### config.mk
export PLATFORM = sky130hd
export DESIGN_NAME = ipihc_ctrl
export DESIGN_NICKNAME = d
export VERILOG_FILES = /design/src/hw/rtl/ipihc_pkg.sv /design/src/hw/rtl/ipihc_ctrl.sv
export SDC_FILE = /design/constraint.sdc
export NUM_CORES = 1
export LEC_CHECK = 0
export ABC_AREA = 1
export BUFFER_PORTS_ARGS = -buffer_cell sky130_fd_sc_hd__buf_4
export CORE_AREA = 2 2 39 41
export CTS_BUF_LIST = sky130_fd_sc_hd__clkbuf_8
export CTS_CLUSTER_SIZE = 8
export DETAILED_ROUTE_END_ITERATION = 16
export DIE_AREA = 0 0 41 43
export PLACE_DENSITY = 0.58
export SLEW_MARGIN = 40
export SYNTH_ARGS = -nofsm -noshare
export SYNTH_HDL_FRONTEND = slang
export SYNTH_SLANG_ARGS = --single-unit
### constraint.sdc
create_clock -name clock -period 1.1 [get_ports clock]
set_input_delay 0.22 -clock clock [delete_from_list [all_inputs] [get_ports clock]]
set_output_delay 0.22 -clock clock [all_outputs]
set_load 0.01 [all_outputs]
### src/hw/rtl/ipihc_pkg.sv
// Shared types and constants for the incremental PI heater controller.
// Used by ipihc_ctrl, ipihc_datapath and incremental_pi_heater_control.
// No dependencies.
package ipihc_pkg;

   // Fixed-point scaling of temperatures and drive levels.
   localparam int FRAC_BITS   = 8;
   localparam int DRIVE_W     = 12;
   localparam int ERR_W       = 17;
   localparam int ACC_W       = 36;
   localparam int MUL_W       = 19;
   localparam int PROD_W      = 2 * MUL_W;
   localparam int DUTY_SHIFT  = FRAC_BITS + 2;   // full drive is 3 << DUTY_SHIFT
   localparam int DIV3_SHIFT  = 19;
   localparam int QUOT_W      = 18;

   localparam logic [DRIVE_W-1:0] FULL_DRIVE = DRIVE_W'(12 << FRAC_BITS);
   localparam logic [MUL_W-1:0]   DIV3_RECIP = MUL_W'(((1 << DIV3_SHIFT) + 2) / 3);
   localparam logic [ACC_W-1:0]   ROUND_HALF = ACC_W'(1 << 15);

   // Configuration register map.
   localparam int CSR_IDX_W = 3;
   localparam int CSR_DAT_W = 16;
   localparam logic [CSR_IDX_W-1:0] CSR_GAIN_CUR  = 3'd0;
   localparam logic [CSR_IDX_W-1:0] CSR_GAIN_PREV = 3'd1;
   localparam logic [CSR_IDX_W-1:0] CSR_PERIOD    = 3'd2;
   localparam logic [CSR_IDX_W-1:0] CSR_SP_FLOOR  = 3'd3;
   localparam logic [CSR_IDX_W-1:0] CSR_SP_CEIL   = 3'd4;

   localparam logic [15:0] GAIN_CUR_RST  = 16'd13894;
   localparam logic [15:0] GAIN_PREV_RST = 16'd13763;
   localparam logic [15:0] PERIOD_RST    = 16'd5000;
   localparam logic [6:0]  SP_FLOOR_RST  = 7'd20;
   localparam logic [6:0]  SP_CEIL_RST   = 7'd60;
   localparam logic [6:0]  SETPOINT_RST  = 7'd35;
   localparam logic [7:0]  ASCII_ZERO    = 8'd48;

   localparam int REQ_DATA_W = 32;
   localparam int RSP_DATA_W = 40;

   typedef enum logic [3:0] {
      ST_IDLE,
      ST_MUL_CUR,
      ST_MUL_PREV,
      ST_ACC_PREV,
      ST_COMMIT,
      ST_SP_CHECK,
      ST_MUL_DUTY,
      ST_MUL_DIV3,
      ST_FINISH
   } state_type;

   typedef enum logic [1:0] {
      MUL_CUR,
      MUL_PREV,
      MUL_DUTY,
      MUL_DIV3
   } mul_sel_type;

   typedef enum logic [1:0] {
      ACC_HOLD,
      ACC_LOAD,
      ACC_ADD,
      ACC_SUB
   } acc_op_type;

   typedef struct packed {
      logic        load;
      logic        mul_en;
      mul_sel_type mul_sel;
      acc_op_type  acc_op;
      logic        commit;
      logic        sp_update;
      logic        out_load;
   } dp_cmd_type;

   typedef struct packed {
      logic is_setpoint;
   } dp_status_type;

endpackage

### src/hw/rtl/ipihc_ctrl.sv
// Sequencer for the incremental PI heater controller: steps the shared
// multiplier and accumulator and owns both handshakes. Depends on ipihc_pkg.
module ipihc_ctrl (
   input  logic                    clock,
   input  logic                    reset,
   input  logic                    req_tvalid,
   output logic                    req_tready,
   output logic                    rsp_tvalid,
   input  logic                    rsp_tready,
   output ipihc_pkg::dp_cmd_type   cmd,
   input  ipihc_pkg::dp_status_type status
);
   import ipihc_pkg::*;

   state_type state_ff, state_in;
   logic      rsp_tvalid_ff, rsp_tvalid_in;

   always_ff @(posedge clock) begin
      if (reset) begin
         state_ff      <= ST_IDLE;
         rsp_tvalid_ff <= 1'b0;
      end else begin
         state_ff      <= state_in;
         rsp_tvalid_ff <= rsp_tvalid_in;
      end
   end

   always_comb begin
      state_in       = state_ff;
      cmd            = '0;
      cmd.mul_sel    = MUL_CUR;
      cmd.acc_op     = ACC_HOLD;
      req_tready     = 1'b0;
      rsp_tvalid_in  = rsp_tvalid_ff && !rsp_tready;
      case (state_ff)
         ST_IDLE: begin
            req_tready = 1'b1;
            if (req_tvalid) begin
               cmd.load = 1'b1;
               state_in = ST_MUL_CUR;
            end
         end
         ST_MUL_CUR: begin
            if (status.is_setpoint) begin
               state_in = ST_SP_CHECK;
            end else begin
               cmd.mul_en  = 1'b1;
               cmd.mul_sel = MUL_CUR;
               cmd.acc_op  = ACC_LOAD;
               state_in    = ST_MUL_PREV;
            end
         end
         ST_MUL_PREV: begin
            cmd.mul_en  = 1'b1;
            cmd.mul_sel = MUL_PREV;
            cmd.acc_op  = ACC_ADD;
            state_in    = ST_ACC_PREV;
         end
         ST_ACC_PREV: begin
            cmd.acc_op = ACC_SUB;
            state_in   = ST_COMMIT;
         end
         ST_COMMIT: begin
            cmd.commit = 1'b1;
            state_in   = ST_MUL_DUTY;
         end
         ST_SP_CHECK: begin
            cmd.sp_update = 1'b1;
            state_in      = ST_MUL_DUTY;
         end
         ST_MUL_DUTY: begin
            cmd.mul_en  = 1'b1;
            cmd.mul_sel = MUL_DUTY;
            state_in    = ST_MUL_DIV3;
         end
         ST_MUL_DIV3: begin
            cmd.mul_en  = 1'b1;
            cmd.mul_sel = MUL_DIV3;
            state_in    = ST_FINISH;
         end
         ST_FINISH: begin
            if (!rsp_tvalid_ff || rsp_tready) begin
               cmd.out_load  = 1'b1;
               rsp_tvalid_in = 1'b1;
               state_in      = ST_IDLE;
            end
         end
         default: begin
            state_in = ST_IDLE;
         end
      endcase
   end

   assign rsp_tvalid = rsp_tvalid_ff;

   // A finished result always lands in the output register and frees the sequencer.
   a_finish_to_out: assert property (@(posedge clock) disable iff (reset)
      (state_ff == ST_FINISH && (!rsp_tvalid_ff || rsp_tready))
      |=> (rsp_tvalid_ff && state_ff == ST_IDLE))
      else $error("finished result not presented");

   // An accepted item starts work on the next cycle.
   a_accept_starts: assert property (@(posedge clock) disable iff (reset)
      (req_tvalid && req_tready) |=> (state_ff == ST_MUL_CUR))
      else $error("accepted item did not start");

   // The previous error and drive level are only updated by sample items.
   a_commit_sample: assert property (@(posedge clock) disable iff (reset)
      cmd.commit |-> !status.is_setpoint)
      else $error("commit on a set-point item");

   // The output register is never overwritten while a result is stalled.
   a_no_overwrite: assert property (@(posedge clock) disable iff (reset)
      (rsp_tvalid_ff && !rsp_tready) |-> !cmd.out_load)
      else $error("stalled result overwritten");

endmodule

==> key figures, run 1 <==
Synthesis
  – Biggest area contributors in the synthesized netlist: sky130_fd_sc_hd__dfxtp_1 31%, sky130_fd_sc_hd__nor2_1 11%, sky130_fd_sc_hd__nor2_4 10%
  – Synthesized-area fraction occupied by adder cells: 0%
  – Avg Inst Size Synth: 6.53 µm²
  – Area fraction in compound gates after synthesis: 11.9%
  – Warnings, synthesis: 0
  – Number of cells produced by synthesis: 50
  – Distinct cells, synth: 15
  – Syn Std Cell Area: 327 µm²
  – Combinational family with the most area after synthesis: simple AND/OR/NAND/NOR gates
  – Post-synthesis simple-gate area fraction: 42.5%
  – Cell taking the most area after synthesis: sky130_fd_sc_hd__dfxtp_1
  – Multiplexer area fraction after synthesis: 0%
  – Proportion of synthesized chip area in sequential cells: 30.7%
  – Net count after synthesis: 55
  – Register bit total from synthesis: 5
  – Yosys top cell area share: 30.7%
  – Post-Synth XOR/XNOR Area: 0%

Pwr
  – Clk network pwr share: 32.5%
  – Total internal power: 664 µW
  – Total power: 1.01 mW
  – Worst IR Drop VDD: 849 µV
  – Leakage power: 0.292 nW
  – Switching share of total power: 34.5%
  – Fraction of power consumed by combinational cells: 43.0%
  – PD cells: 1620 nW/µm²
  – Sequential group share of total power: 24.5%
  – Switching Power: 349 µW

Floorplan
  – Core Box Area: 1380 µm²
  – Row cnt: 14
  – Boundary pin count: 16
  – Overall die area: 1760 µm²
  – Starting density of the core: 23.6%
  – Die Y: 43 µm
  – Width of the chip: 41 µm

Setup path
  – Worst path arrival time: 1.12 ns
  – Crit path required time: 0.88 ns
  – Worst Path Max Fanout: 4
  – Reg2Reg Setup Slack: 0.02 ns
  – Element type at the critical path start: flop
  – Endpoint type of the worst setup path: output port
  – Crit Path Class: flop to output port

STA
  – Worst Max-Slew Pin Slew: 0.219 ns
  – Setup repair after global routing missed its margin: true
  – Max_slew headroom: 85.4%
  – Portion of the clock cycle consumed by the worst path in the final layout: 122%
  – Final count of hold timing violations: 0
  – Final setup violation count: 10
  – Clock skew after layout: 0.00131 ns
  – FMAX: 745 MHz
  – Number of pins exceeding their max-slew limit in the final report: 0
  – Post-route setup slack: -0.243 ns
  – Final critical delay including setup and external delays: 1.34 ns
  – Setup_tns: -1.81 ns

Clock network
  – Total clock buffers created by CTS: 3
  – Longest Clk Path Bufs: 2
  – Worst-path clk slew: 0.04 ns
  – Count of H-tree levels built during CTS: 1
  – Number of hold buffers added after CTS: 0
  – CTS tree: built
  – Number of clock sinks: 5
  – Clock tree root driver cell: sky130_fd_sc_hd__clkbuf_8
  – Clock latency at the later pin of the worst-skew pair: 0.22 ns

Routing
  – Drt total wl: 959 µm
  – Count of routing violations after the opening detailed-route iteration: 6
  – Post-DR wirelength/cell: 10.2 µm
  – Via count: 406
  – Detail-routed via count per cell: 4.32
  – ANT nets after route: 0
  – Number of detailed-route iterations in the first pass: 3
  – Count of unresolved DRC violations after routing: 0

Layout
  – Number of diodes: 0
  – Final Util: 45.1%
  – Total number of nets in the final design: 84
  – Total of fill cells in the finished design: 142
  – Top library cells by usage in the layout, fill and taps aside: 25 x sky130_fd_sc_hd__buf_4, 7 x sky130_fd_sc_hd__inv_1, 7 x sky130_fd_sc_hd__nor2_1, 5 x sky130_fd_sc_hd__nor2_4, 5 x sky130_fd_sc_hd__nand2_1
  – Commonest non-fill, non-tap cell in the layout: sky130_fd_sc_hd__buf_4
  – Share of final-layout standard cells stronger than drive strength 1: 62.8%
  – Post-synthesis to final-layout area growth: 91.2%

Flow run
  – Max Cap Viol: 0

Status
  – Run status: finished, violations left
  – Violated checks: setup timing

Global routing
  – Global-route wire length before repair: 1.50 mm
  – Aggregate global routing overflow: 0
  – Overall track demand over capacity in global routing: 12.7%
  – Largest net degree at the start of global routing: 8
  – Number of antenna violations at the first check in global routing: 0
  – Number of global-route vias before repair: 370

Min path
  – Worst hold-check path type: primary input to flop

Place
  – Input/output buffers: 15
  – Weighted congestion reported at the end of routability-driven placement: 0.828
  – HPWL after detailed placement: 696 µm
-- per-layer routing --
metal	GRT usage (%)	wire length, µm	part of all wire, %	vias to the layer above
li1	-	-	-	213
met5	0	0	0	-
met3	3.66	53	5.5	0
met2	18.4	486	51	11
met4	8.00	0	0	0
met1	15.5	419	44	182
-- state kept, by name (all words and copies together), names as in the netlist --
register and count:
state_ff 4, rsp_tvalid 1
-- final cells by class --
cell class	count	area, µm²	area share [%]
Inverter	10	40.0	6.41
Multi-Input combinational cell	34	219	35.1
Clock buffer	3	41.3	6.61
Sequential cell	5	113	18.0
Tap cell	16	20.0	3.21
Timing Repair Buffer	25	188	30.1
Clock inverter	1	3.75	0.601
-- kinds of logic (layout without fill, tap and decap cells) --
group                  count (synthesis)  after routing
and+or+nand+nor                       27             27
buffers and inverters                 11             39
AOI/OAI and AO/OA                      7              7
DFF                                    5              5
-- synthesized netlist by cell type (all sizes together) --
library cell,n
nor2,15
inv,10
dfxtp,5
nand2,5
a21oi,4
nand3,3
nor3,3
a31oi,1
buf,1
nand4,1
o211ai,1
o21ai,1
-- power groups by stage --
stage / Sequential (mW) / Clock, mW / Combinational, mW
detailed placement: 0.244 / 0 / 0.357
global route: 0.252 / 0.353 / 0.472
floorplan: 0.225 / 0 / 0.212
finish: 0.248 / 0.329 / 0.436
global placement: 0.243 / 0 / 0.359
CTS: 0.250 / 0.333 / 0.384
-- metrics by stage --
stage               instance area, µm²  instances  worst slack (ns)  hold WS, ns
floorplan                          327         50           0.00301        0.289
global placement                   500         87            -0.118        0.425
detailed placement                 500         87            -0.136        0.428
CTS                                573         92            -0.207        0.192
global route                       624         94            -0.292        0.190
finish                             624         94            -0.243        0.191
-- worst max-delay path: stages, from the launching register on --
cell,delay [ns]
sky130_fd_sc_hd__dfxtp_4,0.36
sky130_fd_sc_hd__nor2_4,0.17
sky130_fd_sc_hd__inv_4,0.07
sky130_fd_sc_hd__nor2_4,0.08
sky130_fd_sc_hd__nand2_1,0.06
sky130_fd_sc_hd__nand2_1,0.06
sky130_fd_sc_hd__buf_4,0.11
-- worst paths after layout --
path | from | end | depth (start not counted)
worst max-delay path | state_ff[3]$_SDFFE_PP0P_ | cmd[5] | 6
worst max register to register | state_ff[1]$_SDFFE_PP0P_ | state_ff[1]$_SDFFE_PP0P_ | 6
worst min register to register | state_ff[3]$_SDFFE_PP0P_ | rsp_tvalid$_SDFF_PP0_ | 2
worst min-delay path | reset | state_ff[1]$_SDFFE_PP0P_ | 2
-- timing repair --
action | 4_1_cts | 5_1_grt
resized for setup | 10 | 10
endpoints found under the setup margin | 11 | 10
pin swaps | 6 | 8
buffers inserted | 1 | 2
(Power assumes the default switching activity.)
==> run 2: changes to the inputs <==
- PLACE_DENSITY: 0.58 -> 0.55
==> key figures, run 2 (synthesis results as in run 1) <==
Layout
  – Share of final-layout standard cells stronger than drive strength 1: 57.0%
  – Total number of nets in the final design: 85
  – Post-synthesis to final-layout area growth: 83.1%
  – Commonest non-fill, non-tap cell in the layout: sky130_fd_sc_hd__buf_4
  – Final non-filler cell total: 95
  – Non-Filler Cell Area, Final: 598 µm²
  – Top library cells by usage in the layout, fill and taps aside: 26 x sky130_fd_sc_hd__buf_4, 8 x sky130_fd_sc_hd__nor2_1, 7 x sky130_fd_sc_hd__inv_1, 5 x sky130_fd_sc_hd__nand2_1
  – Largest register by flop count: state_ff
  – Total of fill cells in the finished design: 150
  – Number of diodes: 0
  – Flip-flop count of the largest register, all copies and words added: 4

STA
  – Worst Max-Slew Pin Slew: 0.181 ns
  – Max_slew headroom: 87.9%
  – Portion of the clock cycle consumed by the worst path in the final layout: 122%
  – Final critical delay including setup and external delays: 1.34 ns
  – Post-route setup slack: -0.239 ns
  – Tightest hold margin: 0.179 ns
  – Number of pins exceeding their max-slew limit in the final report: 0
  – Final count of hold timing violations: 0
  – Setup repair after global routing missed its margin: true
  – Clock skew after layout: 0.00114 ns
  – FMAX: 747 MHz
  – Final setup violation count: 10

Global routing
  – Number of global-route vias before repair: 407
  – Global-route wire length before repair: 1.68 mm
  – Overall track demand over capacity in global routing: 14.2%
  – Largest net degree at the start of global routing: 8
  – Number of antenna violations at the first check in global routing: 0
  – Aggregate global routing overflow: 0

Clock network
  – Total clock buffers created by CTS: 3
  – Number of hold buffers added after CTS: 0
  – Worst-path clk slew: 0.04 ns
  – Number of clock sinks: 5
  – Clock latency at the later pin of the worst-skew pair: 0.23 ns
  – Longest Clk Path Bufs: 2
  – Count of H-tree levels built during CTS: 1
  – CTS tree: built
  – Clock tree root driver cell: sky130_fd_sc_hd__clkbuf_8

Floorplan
  – Starting density of the core: 23.6%
  – Die Y: 43 µm
  – Row cnt: 14
  – Width of the chip: 41 µm
  – Core Box Area: 1380 µm²
  – Overall die area: 1760 µm²
  – Boundary pin count: 16

Routing
  – Count of unresolved DRC violations after routing: 0
  – Number of detailed-route iterations in the first pass: 4
  – Detail-routed via count per cell: 4.35
  – Via count: 413
  – Count of routing violations after the opening detailed-route iteration: 18
  – ANT nets after route: 0
  – Drt total wl: 943 µm
  – Post-DR wirelength/cell: 9.93 µm

Place
  – Post-place instance area: 508 µm²
  – Weighted congestion reported at the end of routability-driven placement: 0.841
  – Input/output buffers: 15
  – HPWL after detailed placement: 712 µm
  – Total placed cells including tap cells: 88

Pwr
  – Worst IR Drop VDD: 668 µV
  – Leakage power: 0.297 nW
  – Fraction of power consumed by combinational cells: 40.1%
  – Switching Power: 351 µW
  – Switching share of total power: 35.0%
  – Total internal power: 653 µW
  – Sequential group share of total power: 24.7%
  – Clk network pwr share: 35.2%
  – PD cells: 1680 nW/µm²

Setup path
  – Crit path required time: 0.88 ns
  – Depth of the worst register-to-register path: 7
  – Element type at the critical path start: flop
  – Crit Path Class: flop to output port
  – Worst path arrival time: 1.12 ns
  – Endpoint type of the worst setup path: output port
  – Worst Path Max Fanout: 4
  – Reg2Reg Setup Slack: 0.04 ns

Min path
  – Worst hold-check path type: primary input to flop
  – Depth of the worst hold-timing path: 2

Flow run
  – Max Cap Viol: 0

Status
  – Violated checks: setup timing
  – Run status: finished, violations left
[run 2: path summary, 6_finish.rpt]
kind                                                from                        to
worst max-delay path            state_ff[3]$_SDFFE_PP0P_                    cmd[5]
worst max register to register  state_ff[3]$_SDFFE_PP0P_  state_ff[0]$_SDFFE_PP0P_
worst min register to register     rsp_tvalid$_SDFF_PP0_     rsp_tvalid$_SDFF_PP0_
worst min-delay path                               reset  state_ff[3]$_SDFFE_PP0P_
[run 2: stage by stage]
stage	setup WS, ns	setup TNS (ns)	total power [mW]	util [%]
after floorplan	0.00301	0	0.437	-
after global placement	-0.119	-0.312	0.603	36.7
after detailed placement	-0.115	-0.392	0.603	36.7
after CTS	-0.237	-1.90	0.994	42.3
after global routing	-0.303	-2.44	1.06	43.2
final	-0.239	-1.82	1.00	43.2
[run 2: cell type report]
class                      count  area [µm²]  share of cell area, %
clock buffer                   3        41.3                   6.90
clock inverter                 1        3.75                  0.628
inverter                      10        37.5                   6.28
multi-input combinational     34         193                   32.2
sequential                     5         108                   18.0
tap                           16        20.0                   3.35
timing repair buffer          26         195                   32.6
[run 2: timing repair]
| item | in CTS | in global routing |
|---|---|---|
| setup endpoints to repair | 11 | 10 |
| pin swaps | 4 | 3 |
| buffers inserted | 2 | 1 |
| gates resized for setup | 9 | 2 |
| hold endpoints to repair | 0 | 0 |
[run 2: metal layers]
metal	up-vias	GRT usage [%]	part of all wire (%)
met3	2	3.66	6.3
met4	0	10.0	2.7
li1	215	-	-
met2	14	20.0	53
met5	-	0	0
met1	182	17.8	38
[run 2: power groups by stage]
stage / registers, mW / logic [mW] / clock network, mW
after floorplan: 0.225 / 0.212 / 0
after global placement: 0.243 / 0.360 / 0
after detailed placement: 0.243 / 0.360 / 0
after CTS: 0.247 / 0.393 / 0.354
after global routing: 0.252 / 0.443 / 0.361
final: 0.248 / 0.402 / 0.354
[run 2: critical path, cell delays in order (launching register included)]
cell and delay [ns]:
sky130_fd_sc_hd__dfxtp_2 0.35, sky130_fd_sc_hd__nor2_4 0.15, sky130_fd_sc_hd__inv_2 0.07, sky130_fd_sc_hd__nor2_2 0.09
sky130_fd_sc_hd__nand2_1 0.06, sky130_fd_sc_hd__nand2_1 0.06, sky130_fd_sc_hd__buf_4 0.11
